==> src/hw/rtl/dbs_pkg.sv <==
// Shared constants, codes and types of the DMA descriptor burst splitter.
// Used by dbs_seg_calc, the top level, the port checker and the testbench; no dependencies.
package dbs_pkg;

  // Line and burst sizes are powers of two, so block offsets are bit fields.
  localparam int unsigned LINE_BYTES  = 64;
  localparam int unsigned BURST_LINES = 4;
  localparam int unsigned BLOCK_BYTES = LINE_BYTES * BURST_LINES;
  localparam int unsigned LINE_W      = $clog2(LINE_BYTES);
  localparam int unsigned OFS_W       = $clog2(BLOCK_BYTES);

  localparam int unsigned ADDR_W  = 64;
  localparam int unsigned CNT_W   = 31;
  localparam int unsigned DIR_W   = 2;
  localparam int unsigned BURST_W = 3;

  localparam logic [BURST_W-1:0] BURST_ONE  = BURST_W'(1);
  localparam logic [BURST_W-1:0] BURST_FULL = BURST_W'(BURST_LINES);
  localparam logic [OFS_W:0]     BLOCK_LEN  = (OFS_W + 1)'(BLOCK_BYTES);
  localparam logic [CNT_W-1:0]   BLOCK_CNT  = CNT_W'(BLOCK_BYTES);

  localparam logic [DIR_W-1:0] DIR_M2M = 2'd0;
  localparam logic [DIR_W-1:0] DIR_H2D = 2'd1;
  localparam logic [DIR_W-1:0] DIR_D2H = 2'd2;

  typedef enum logic [1:0] {
    KIND_ERR,
    KIND_M2M,
    KIND_HOST
  } kind_t;

  // Request being split: addresses and count advance as descriptors leave.
  typedef struct packed {
    kind_t             kind;
    logic              host_is_src;
    logic [ADDR_W-1:0] src;
    logic [ADDR_W-1:0] dst;
    logic [CNT_W-1:0]  cnt;
    logic              early;
    logic              irq;
  } work_t;

  typedef struct packed {
    logic               status;
    logic [ADDR_W-1:0]  rd;
    logic [ADDR_W-1:0]  wr;
    logic [CNT_W-1:0]   len;
    logic [BURST_W-1:0] burst;
    logic               irq;
    logic               early;
    logic               last;
  } desc_t;

endpackage

==> src/hw/rtl/dbs_seg_calc.sv <==
// Cuts the next descriptor off the request in progress and gives the request
// that remains. Purely combinational; depends on dbs_pkg.
module dbs_seg_calc (
  input  dbs_pkg::work_t work_i,
  output dbs_pkg::desc_t desc_o,
  output dbs_pkg::work_t work_o
);
  import dbs_pkg::*;

  logic [ADDR_W-1:0]  host;
  logic [OFS_W-1:0]   off;
  logic [CNT_W-1:0]   room;
  logic [CNT_W-1:0]   seg;
  logic [CNT_W-1:0]   rem;
  logic [BURST_W-1:0] burst;

  assign host = work_i.host_is_src ? work_i.src : work_i.dst;
  assign off  = host[OFS_W-1:0];
  assign room = CNT_W'(BLOCK_LEN - {1'b0, off});

  // A misaligned host address gets a short head up to the next block
  // boundary; once aligned, whole blocks go as one burst and the rest as a tail.
  always_comb begin
    if (work_i.kind != KIND_HOST) begin
      seg   = work_i.cnt;
      burst = BURST_FULL;
    end else if (off != '0) begin
      seg   = (room >= work_i.cnt) ? work_i.cnt : room;
      burst = BURST_ONE;
    end else if (work_i.cnt >= BLOCK_CNT) begin
      seg   = {work_i.cnt[CNT_W-1:OFS_W], {OFS_W{1'b0}}};
      burst = BURST_FULL;
    end else begin
      seg   = work_i.cnt;
      burst = BURST_ONE;
    end
  end

  assign rem = work_i.cnt - seg;

  always_comb begin
    desc_o = '0;
    case (work_i.kind)
      KIND_ERR: begin
        desc_o.status = 1'b1;
        desc_o.last   = 1'b1;
      end
      KIND_M2M: begin
        desc_o.rd    = work_i.src;
        desc_o.wr    = work_i.dst;
        desc_o.len   = seg;
        desc_o.burst = burst;
        desc_o.irq   = work_i.irq;
        desc_o.early = work_i.early;
        desc_o.last  = 1'b1;
      end
      KIND_HOST: begin
        desc_o.rd    = work_i.src;
        desc_o.wr    = work_i.dst;
        desc_o.len   = seg;
        desc_o.burst = burst;
        desc_o.irq   = work_i.irq & (rem == '0);
        desc_o.early = work_i.early;
        desc_o.last  = (rem == '0);
      end
      default: begin
        desc_o.status = 1'b1;
        desc_o.last   = 1'b1;
      end
    endcase
  end

  always_comb begin
    work_o     = work_i;
    work_o.src = work_i.src + ADDR_W'(seg);
    work_o.dst = work_i.dst + ADDR_W'(seg);
    work_o.cnt = rem;
  end

endmodule

==> src/hw/rtl/dma_descriptor_burst_splitter_unit.sv <==
// Turns transfer requests into DMA descriptors. A request that is not line
// aligned gives one error beat; a memory-to-memory request gives one burst
// descriptor; a host-side request gives one to three descriptors (short head
// to the next block boundary of the host address, a body of whole blocks, a
// short tail), and none at all when its count is zero. Each descriptor goes
// out through the output register, so a request occupies the block until it
// has handed over all its descriptors, longer while the output stalls; a
// zero-count host request is absorbed in its acceptance cycle. The next
// request is taken in the cycle the current one hands over its last
// descriptor. Depends on dbs_pkg and dbs_seg_calc.
module dma_descriptor_burst_splitter_unit (
  input  logic                          clk,
  input  logic                          rst_n,
  input  logic                          in_valid,
  output logic                          in_ready,
  input  logic [dbs_pkg::ADDR_W-1:0]    in_dest_address,
  input  logic [dbs_pkg::ADDR_W-1:0]    in_source_address,
  input  logic [dbs_pkg::CNT_W-1:0]     in_byte_count,
  input  logic [dbs_pkg::DIR_W-1:0]     in_direction,
  input  logic                          in_final_in_batch,
  input  logic                          in_want_interrupt,
  output logic                          out_valid,
  input  logic                          out_ready,
  output logic                          out_status,
  output logic [dbs_pkg::ADDR_W-1:0]    out_read_address,
  output logic [dbs_pkg::ADDR_W-1:0]    out_write_address,
  output logic [dbs_pkg::CNT_W-1:0]     out_segment_length,
  output logic [dbs_pkg::BURST_W-1:0]   out_burst_lines,
  output logic                          out_irq_enable,
  output logic                          out_early_done,
  output logic                          out_last_of_run
);
  import dbs_pkg::*;

  logic  wk_valid_r, wk_valid_nxt;
  work_t wk_r, wk_nxt;
  work_t wk_adv;
  work_t in_work;
  desc_t desc;
  logic  out_valid_r, out_valid_nxt;
  desc_t out_r, out_nxt;

  logic in_fire;
  logic misaligned;
  logic skip;
  logic out_free;
  logic emit;

  dbs_seg_calc u_seg (
    .work_i (wk_r),
    .desc_o (desc),
    .work_o (wk_adv)
  );

  assign misaligned = (|in_dest_address[LINE_W-1:0]) | (|in_source_address[LINE_W-1:0]) |
                      (|in_byte_count[LINE_W-1:0]);

  always_comb begin
    in_work.src         = in_source_address;
    in_work.dst         = in_dest_address;
    in_work.cnt         = in_byte_count;
    in_work.host_is_src = (in_direction == DIR_H2D);
    in_work.early       = ~in_final_in_batch;
    in_work.irq         = in_want_interrupt;
    if (misaligned) begin
      in_work.kind = KIND_ERR;
    end else if (in_direction == DIR_M2M) begin
      in_work.kind = KIND_M2M;
    end else begin
      in_work.kind = KIND_HOST;
    end
  end

  // A host-side request of zero bytes produces nothing and never occupies the work register.
  assign skip     = (in_work.kind == KIND_HOST) && (in_byte_count == '0);
  assign out_free = ~out_valid_r | out_ready;
  assign emit     = wk_valid_r & out_free;
  assign in_ready = ~wk_valid_r | (out_free & desc.last);
  assign in_fire  = in_valid & in_ready;

  always_comb begin
    wk_valid_nxt = wk_valid_r;
    wk_nxt       = wk_r;
    if (in_fire) begin
      wk_valid_nxt = ~skip;
      wk_nxt       = in_work;
    end else if (emit) begin
      wk_valid_nxt = ~desc.last;
      wk_nxt       = wk_adv;
    end
  end

  always_comb begin
    out_valid_nxt = out_valid_r & ~out_ready;
    out_nxt       = out_r;
    if (emit) begin
      out_valid_nxt = 1'b1;
      out_nxt       = desc;
    end
  end

  always_ff @(posedge clk) begin
    if (!rst_n) begin
      wk_valid_r  <= 1'b0;
      out_valid_r <= 1'b0;
    end else begin
      wk_valid_r  <= wk_valid_nxt;
      out_valid_r <= out_valid_nxt;
    end
  end

  always_ff @(posedge clk) begin
    wk_r  <= wk_nxt;
    out_r <= out_nxt;
  end

  assign out_valid          = out_valid_r;
  assign out_status         = out_r.status;
  assign out_read_address   = out_r.rd;
  assign out_write_address  = out_r.wr;
  assign out_segment_length = out_r.len;
  assign out_burst_lines    = out_r.burst;
  assign out_irq_enable     = out_r.irq;
  assign out_early_done     = out_r.early;
  assign out_last_of_run    = out_r.last;

endmodule

==> config.mk <==
export PLATFORM = sky130hd
export DESIGN_NAME = dma_descriptor_burst_splitter_unit
export DESIGN_NICKNAME = d
export VERILOG_FILES = /design/src/hw/rtl/dbs_pkg.sv /design/src/hw/rtl/dbs_seg_calc.sv /design/src/hw/rtl/dma_descriptor_burst_splitter_unit.sv
export SDC_FILE = /design/constraint.sdc
export NUM_CORES = 1
export LEC_CHECK = 0
export BUFFER_PORTS_ARGS = -buffer_cell sky130_fd_sc_hd__buf_4
export CAP_MARGIN = 20
export CORE_MARGIN = 2
export CORE_UTILIZATION = 51
export DETAILED_ROUTE_END_ITERATION = 10
export GPL_ROUTABILITY_DRIVEN = 1
export PLACE_DENSITY = 0.83
export SYNTH_ARGS = -nofsm -noshare
export SYNTH_HDL_FRONTEND = slang
export SYNTH_HIERARCHICAL = 1
export SYNTH_SLANG_ARGS = --single-unit
==> constraint.sdc <==
create_clock -name clk -period 21.4 [get_ports clk]
set_input_delay 3.21 -clock clk [delete_from_list [all_inputs] [get_ports clk]]
set_output_delay 3.21 -clock clk [all_outputs]
set_load 0.05 [all_outputs]
After elaboration in Yosys (flattened, before gate mapping)
Cells that the tools add are included.
Word-level totals
  register bits: 332
  logic and storage cells: 71
Operators by class
  bitwise gates (word level): 15
  add/subtract/negate cells: 4
  reductions and logical operators: 10
  mux-type cells: 18
  eq/ne operators: 5
  $lt $le $gt $ge: 2
Operator list (number)
  one-hot mux 164 bit (2 select lines): 1
  2-to-1 mux 164 bit: 1
  2-to-1 mux 161 bit: 1
  adder 64 x 31 -> 64 bit: 2
  2-to-1 mux 31 bit: 3
  logical NOT 31 bit: 2
  greater-or-equal comparator 31 bit: 1
  greater-or-equal comparator 31 x 9 -> 1 bit (second input constant): 1
  subtractor 31 bit: 1
  OR reduction 6 bit: 3
  2-to-1 mux 8 bit: 2
  subtractor 9 x 8 -> 10 bit (first input constant): 1
  2-to-1 mux 3 bit: 3
  nonzero test 8 bit: 1
  inverter 1 bit: 6
  bitwise AND 1 bit: 5
  2-to-1 mux 1 bit: 5
  equality test 2 x 1 -> 1 bit (second input constant): 2
  equality test 2 bit (second input constant): 2
  2-to-1 mux 2 bit: 2
  OR 1 bit: 4
  logical NOT 2 bit: 1
  inequality test 2 bit (second input constant): 1
  nonzero test 2 bit: 1
  2 further kinds: 2

Longest topological paths before layout
  depth in word-level cells: 13
  mapped depth: 35
  mapped depth without buffers: 30

By module
The synthesis kept the hierarchy.
Modules (own cells, without submodules)
  dma_descriptor_burst_splitter_unit: seq. area each 9949.5 um2, cells an instance 545, area an instance 12074.1 um2, times used 1
  dbs_seg_calc: seq. area each 0.0 um2, cells an instance 1221, area an instance 8157.8 um2, times used 1

Worst setup path before layout
No wires, ideal clock.
  kind: input -> register
  start: in out_ready
  end: reg wk_r[0] (netlist bit), enable pin
  data required time: 20.856 ns
  path slack: 6.137 ns
  data arrival time: 14.720 ns
  stages: 3
  library setup time: 0.544 ns
  path buffers: 0
  cells stage by stage: nor2b_1 nor2b_1 nand2b_1
Between the ends
  word-level cells in the longest chain between the ends: 4
RTL lines
  start: declaration: RTL line dma_descriptor_burst_splitter_unit.sv:23  | input logic out_ready,
  OR 1 bit: RTL line dma_descriptor_burst_splitter_unit.sv:76  | assign out_free = ~out_valid_r | out_ready;
  bitwise AND 1 bit: RTL line dma_descriptor_burst_splitter_unit.sv:78  | assign in_ready = ~wk_valid_r | (out_free & desc.last);
  OR 1 bit: RTL line dma_descriptor_burst_splitter_unit.sv:78
  bitwise AND 1 bit: RTL line dma_descriptor_burst_splitter_unit.sv:79  | assign in_fire = in_valid & in_ready;
  end signal: assignment: RTL line dma_descriptor_burst_splitter_unit.sv:113  | wk_r <= wk_nxt;
  end: declaration: RTL line dma_descriptor_burst_splitter_unit.sv:36  | work_t wk_r, wk_nxt;
Every way passes these cells.
A chain may end at the register's enable or synchronous reset.

==> impl_metrics.prom <==
# TYPE chip_impl_metric gauge
chip_impl_info{name="synthFlopType",value="sky130_fd_sc_hd__edfxtp_1"} 1
chip_impl_info{name="cts_tree",value="yes"} 1
chip_impl_metric{name="timing.slew.headroom",unit="%"} 35.9
chip_impl_metric{name="largest_net_degree_at_the_start_of_global_routing",unit=""} 135
chip_impl_metric{name="rows",unit=""} 72
chip_impl_metric{name="total_number_of_h_tree_levels",unit=""} 2
chip_impl_metric{name="post-dp-hpwl",unit="um"} 41500
chip_impl_info{name="mostFrequentLayoutCell",value="sky130_fd_sc_hd__buf_4"} 1
chip_impl_metric{name="fmaxAchievable",unit="MHz"} 83.1
chip_impl_info{name="run_status",value="finished clean"} 1
chip_impl_metric{name="cts_resized",unit=""} 0
chip_impl_metric{name="drt-total-wl",unit="um"} 56400
chip_impl_info{name="rsz0062_at_grt",value="false"} 1
chip_impl_info{name="worstSetupPathType",value="reg -> out"} 1
chip_impl_metric{name="synth.ff_latch_count",unit=""} 332
chip_impl_metric{name="drt-wirelength-per-cell",unit="um"} 21.4
chip_impl_metric{name="die-width",unit="um"} 203
chip_impl_metric{name="vias_in_the_first_global_route",unit=""} 15100
chip_impl_metric{name="rr_worst_depth",unit=""} 30
chip_impl_metric{name="routed_via_density",unit=""} 5.86
chip_impl_metric{name="ios",unit=""} 335
chip_impl_metric{name="nNetsFinal",unit=""} 2359
chip_impl_metric{name="drv_slew",unit=""} 0
chip_impl_metric{name="clkTransAtPathRegs",unit="ns"} 0.06
chip_impl_metric{name="whs",unit="ns"} 0.498
chip_impl_metric{name="netlist-cell-type-count",unit=""} 84
chip_impl_metric{name="die_y",unit="um"} 203
chip_impl_metric{name="mappedNetlistArea",unit="sq um"} 20200
chip_impl_metric{name="grt_first_pass_wirelength",unit="um"} 85800
chip_impl_metric{name="detail_route.first_pass.iterations",unit=""} 6
chip_impl_metric{name="synth-edff-count",unit=""} 330
chip_impl_metric{name="crit_buf_inv",unit=""} 4
chip_impl_info{name="critPathCaptureType",value="output port"} 1
chip_impl_metric{name="finalClockSkew",unit="ns"} 0.0179
chip_impl_metric{name="multi_input_area",unit="sq um"} 9670
chip_impl_metric{name="finalWorstSetupSlack",unit="ns"} 9.37
chip_impl_metric{name="buffer_ports.inserted",unit=""} 334
chip_impl_metric{name="first_iter_violations",unit=""} 1527
chip_impl_metric{name="number_of_cells_produced_by_synthesis",unit=""} 1766
chip_impl_metric{name="synth-seq-area-share",unit="%"} 49.2
chip_impl_metric{name="cts-buffers-inserted",unit=""} 38
chip_impl_metric{name="async_flop_share",unit="%"} 0
chip_impl_metric{name="powerDensity",unit="nW/um^2"} 162
chip_impl_metric{name="max-clock-path-buffers",unit=""} 3
chip_impl_metric{name="timing.final.setup_violations",unit=""} 0
chip_impl_metric{name="timing.critical_path.fanout_max",unit=""} 15
chip_impl_metric{name="hold_viol",unit=""} 0
chip_impl_metric{name="synth_top_cell_area_share",unit="%"} 49.0
chip_impl_metric{name="globalRouteOverflowTotal",unit=""} 0
chip_impl_metric{name="cts.sink_count",unit=""} 332
chip_impl_metric{name="post-route-period-util",unit="%"} 56.2
chip_impl_metric{name="timing.max_cap.violations",unit=""} 0
chip_impl_metric{name="synth_fp_nets",unit=""} 2040
chip_impl_metric{name="setup_total_negative_slack",unit="ns"} 0
chip_impl_metric{name="ctsHoldBuffers",unit=""} 0
chip_impl_metric{name="nFillCells",unit=""} 3033
chip_impl_metric{name="initial_cell_density_of_the_core",unit="%"} 52.0
chip_impl_metric{name="syn_area_per_cell",unit="sq um"} 11.5
chip_impl_metric{name="worst_ep_required_time",unit="ns"} 18.19
chip_impl_metric{name="syn2layout_area_growth",unit="%"} 20.5
chip_impl_metric{name="globalplace.congestion",unit=""} 0.928
chip_impl_metric{name="cellLeakagePower",unit="nW"} 9.97
chip_impl_metric{name="critical_path_arrival",unit="ns"} 8.82
chip_impl_metric{name="final-seq-area",unit="sq um"} 9950
chip_impl_info{name="clock-root-buffer",value="sky130_fd_sc_hd__clkbuf_16"} 1
chip_impl_metric{name="r2r_slack",unit="ns"} 10.92
chip_impl_metric{name="initial_antenna_violation_count",unit=""} 3
chip_impl_info{name="start_kind",value="register"} 1
chip_impl_metric{name="vias",unit=""} 15400
chip_impl_metric{name="drive_above_1_share",unit="%"} 27.7
chip_impl_metric{name="worst_ir_drop_vdd",unit="mV"} 0.0923
chip_impl_metric{name="placement.setup.worst_slack",unit="ns"} 10.13
chip_impl_metric{name="clk_latency",unit="ns"} 0.56
chip_impl_metric{name="worstMarginPinSlew",unit="ns"} 0.957
chip_impl_metric{name="whs_path_depth",unit=""} 1
chip_impl_metric{name="core_area",unit="sq um"} 38900
chip_impl_metric{name="number_of_logic_stages_on_the_critical_path_including_buffering",unit=""} 28
chip_impl_metric{name="ant_nets",unit=""} 0
chip_impl_metric{name="post-cts-setup-buffers",unit=""} 0
chip_impl_metric{name="min_period",unit="ns"} 12.03
chip_impl_metric{name="route.detailed.drc",unit=""} 0
chip_impl_info{name="synth_largest_area_cell",value="sky130_fd_sc_hd__edfxtp_1"} 1
chip_impl_metric{name="track_usage",unit="%"} 26.8
chip_impl_metric{name="synth-warning-count",unit=""} 6
chip_impl_metric{name="die_area",unit="sq um"} 41300
chip_impl_info{name="final_cell_mix",value="344 x sky130_fd_sc_hd__buf_4, 330 x sky130_fd_sc_hd__edfxtp_1, 162 x sky130_fd_sc_hd__mux2_2, 161 x sky130_fd_sc_hd__and2_1, 114 x sky130_fd_sc_hd__nor2_1"} 1
chip_impl_info{name="hold_path.class",value="reg -> reg"} 1
chip_impl_info{name="critPathTopFamily",value="compound AO/OA/AOI/OAI gates"} 1
chip_impl_info{name="netlist_top_cells_area",value="sky130_fd_sc_hd__edfxtp_1 49%, sky130_fd_sc_hd__mux2_2 9.0%, sky130_fd_sc_hd__ha_1 6.4%"} 1
chip_impl_metric{name="critical-path-max-stage-delay",unit="ns"} 0.74
chip_impl_info{name="critical-path-slowest-cell",value="sky130_fd_sc_hd__o311ai_1"} 1
[power breakdown]
part           internal [W]  total, W  switching (W)
Clock              0.000341  0.000611       0.000269
Combinational      0.000959   0.00226        0.00130
Sequential         0.000953   0.00108       0.000124
[synthesized netlist by cell type (all sizes together), types with 17 or more instances]
cell and count:
mux2 162, and2 162, xor2 68, nor4 18
o21ai 45, inv 87, nand3 44, clkbuf 39
a21o 47, xnor2 82, nand2 68, a21oi 84
edfxtp 330, ha 104, nor2 115, nor3 28
and3 30, buf 28, nor3b 17
[sequential cells by signal (all words and copies together), names as in the netlist]
name                flops
out_status              1
out_read_address       64
wk_valid_r              1
out_valid               1
wk_r                  164
out_segment_length     31
out_write_address      64
out_last_of_run         1
out_irq_enable          1
out_burst_lines         3
out_early_done          1
[worst paths after layout]
kind / start / end
worst max-delay path: wk_r[161] / in_ready
worst max register to register: wk_r[161] / wk_r[29]
worst min-delay path: wk_valid_r / out_valid
worst min register to register: wk_valid_r / out_valid
[kinds of logic (layout without fill, tap and decap cells)]
group	after synthesis	count (layout)	synth area share (%)
AOI/OAI and AO/OA	291	291	9.88
xor gates and xnor gates	150	150	6.49
adders and majority gates	107	107	6.73
buffers and inverters	154	502	3.15
DFF	332	332	49.2
muxes	176	176	9.71
other	1	3	0.0185
and+or+nand+nor	555	555	14.8
[stage by stage]
| stage | util, % | instance area [sq um] | total power [W] | cells |
|---|---|---|---|---|
| finish | 62.6 | 24400 | 0.00395 | 2634 |
| global route | 62.6 | 24400 | 0.00420 | 2634 |
| floorplan | - | 20200 | 0.00274 | 1766 |
| CTS | 62.5 | 24300 | 0.00391 | 2631 |
| detailed placement | 59.6 | 23200 | 0.00327 | 2562 |
| global placement | 59.6 | 23200 | 0.00321 | 2562 |
[final cells by class]
| type | count | area share [%] |
|---|---|---|
| flip-flops and latches | 332 | 40.8 |
| multi-input cells | 1280 | 39.7 |
| diodes | 2 | 0.0205 |
| clock buffers | 46 | 4.02 |
| clock inverters | 23 | 0.657 |
| repair buffers | 346 | 10.8 |
| well taps | 518 | 2.66 |
| inverters | 87 | 1.34 |
[layer usage]
metal	wire (um)	up-vias	track usage, %
li1	-	7137	-
met1	23900	7477	37.2
met2	26100	724	42.7
met3	4400	98	3.99
met4	1890	2	10.0
met5	13	-	0
Note: power is estimated with default switching activity, not from simulation.
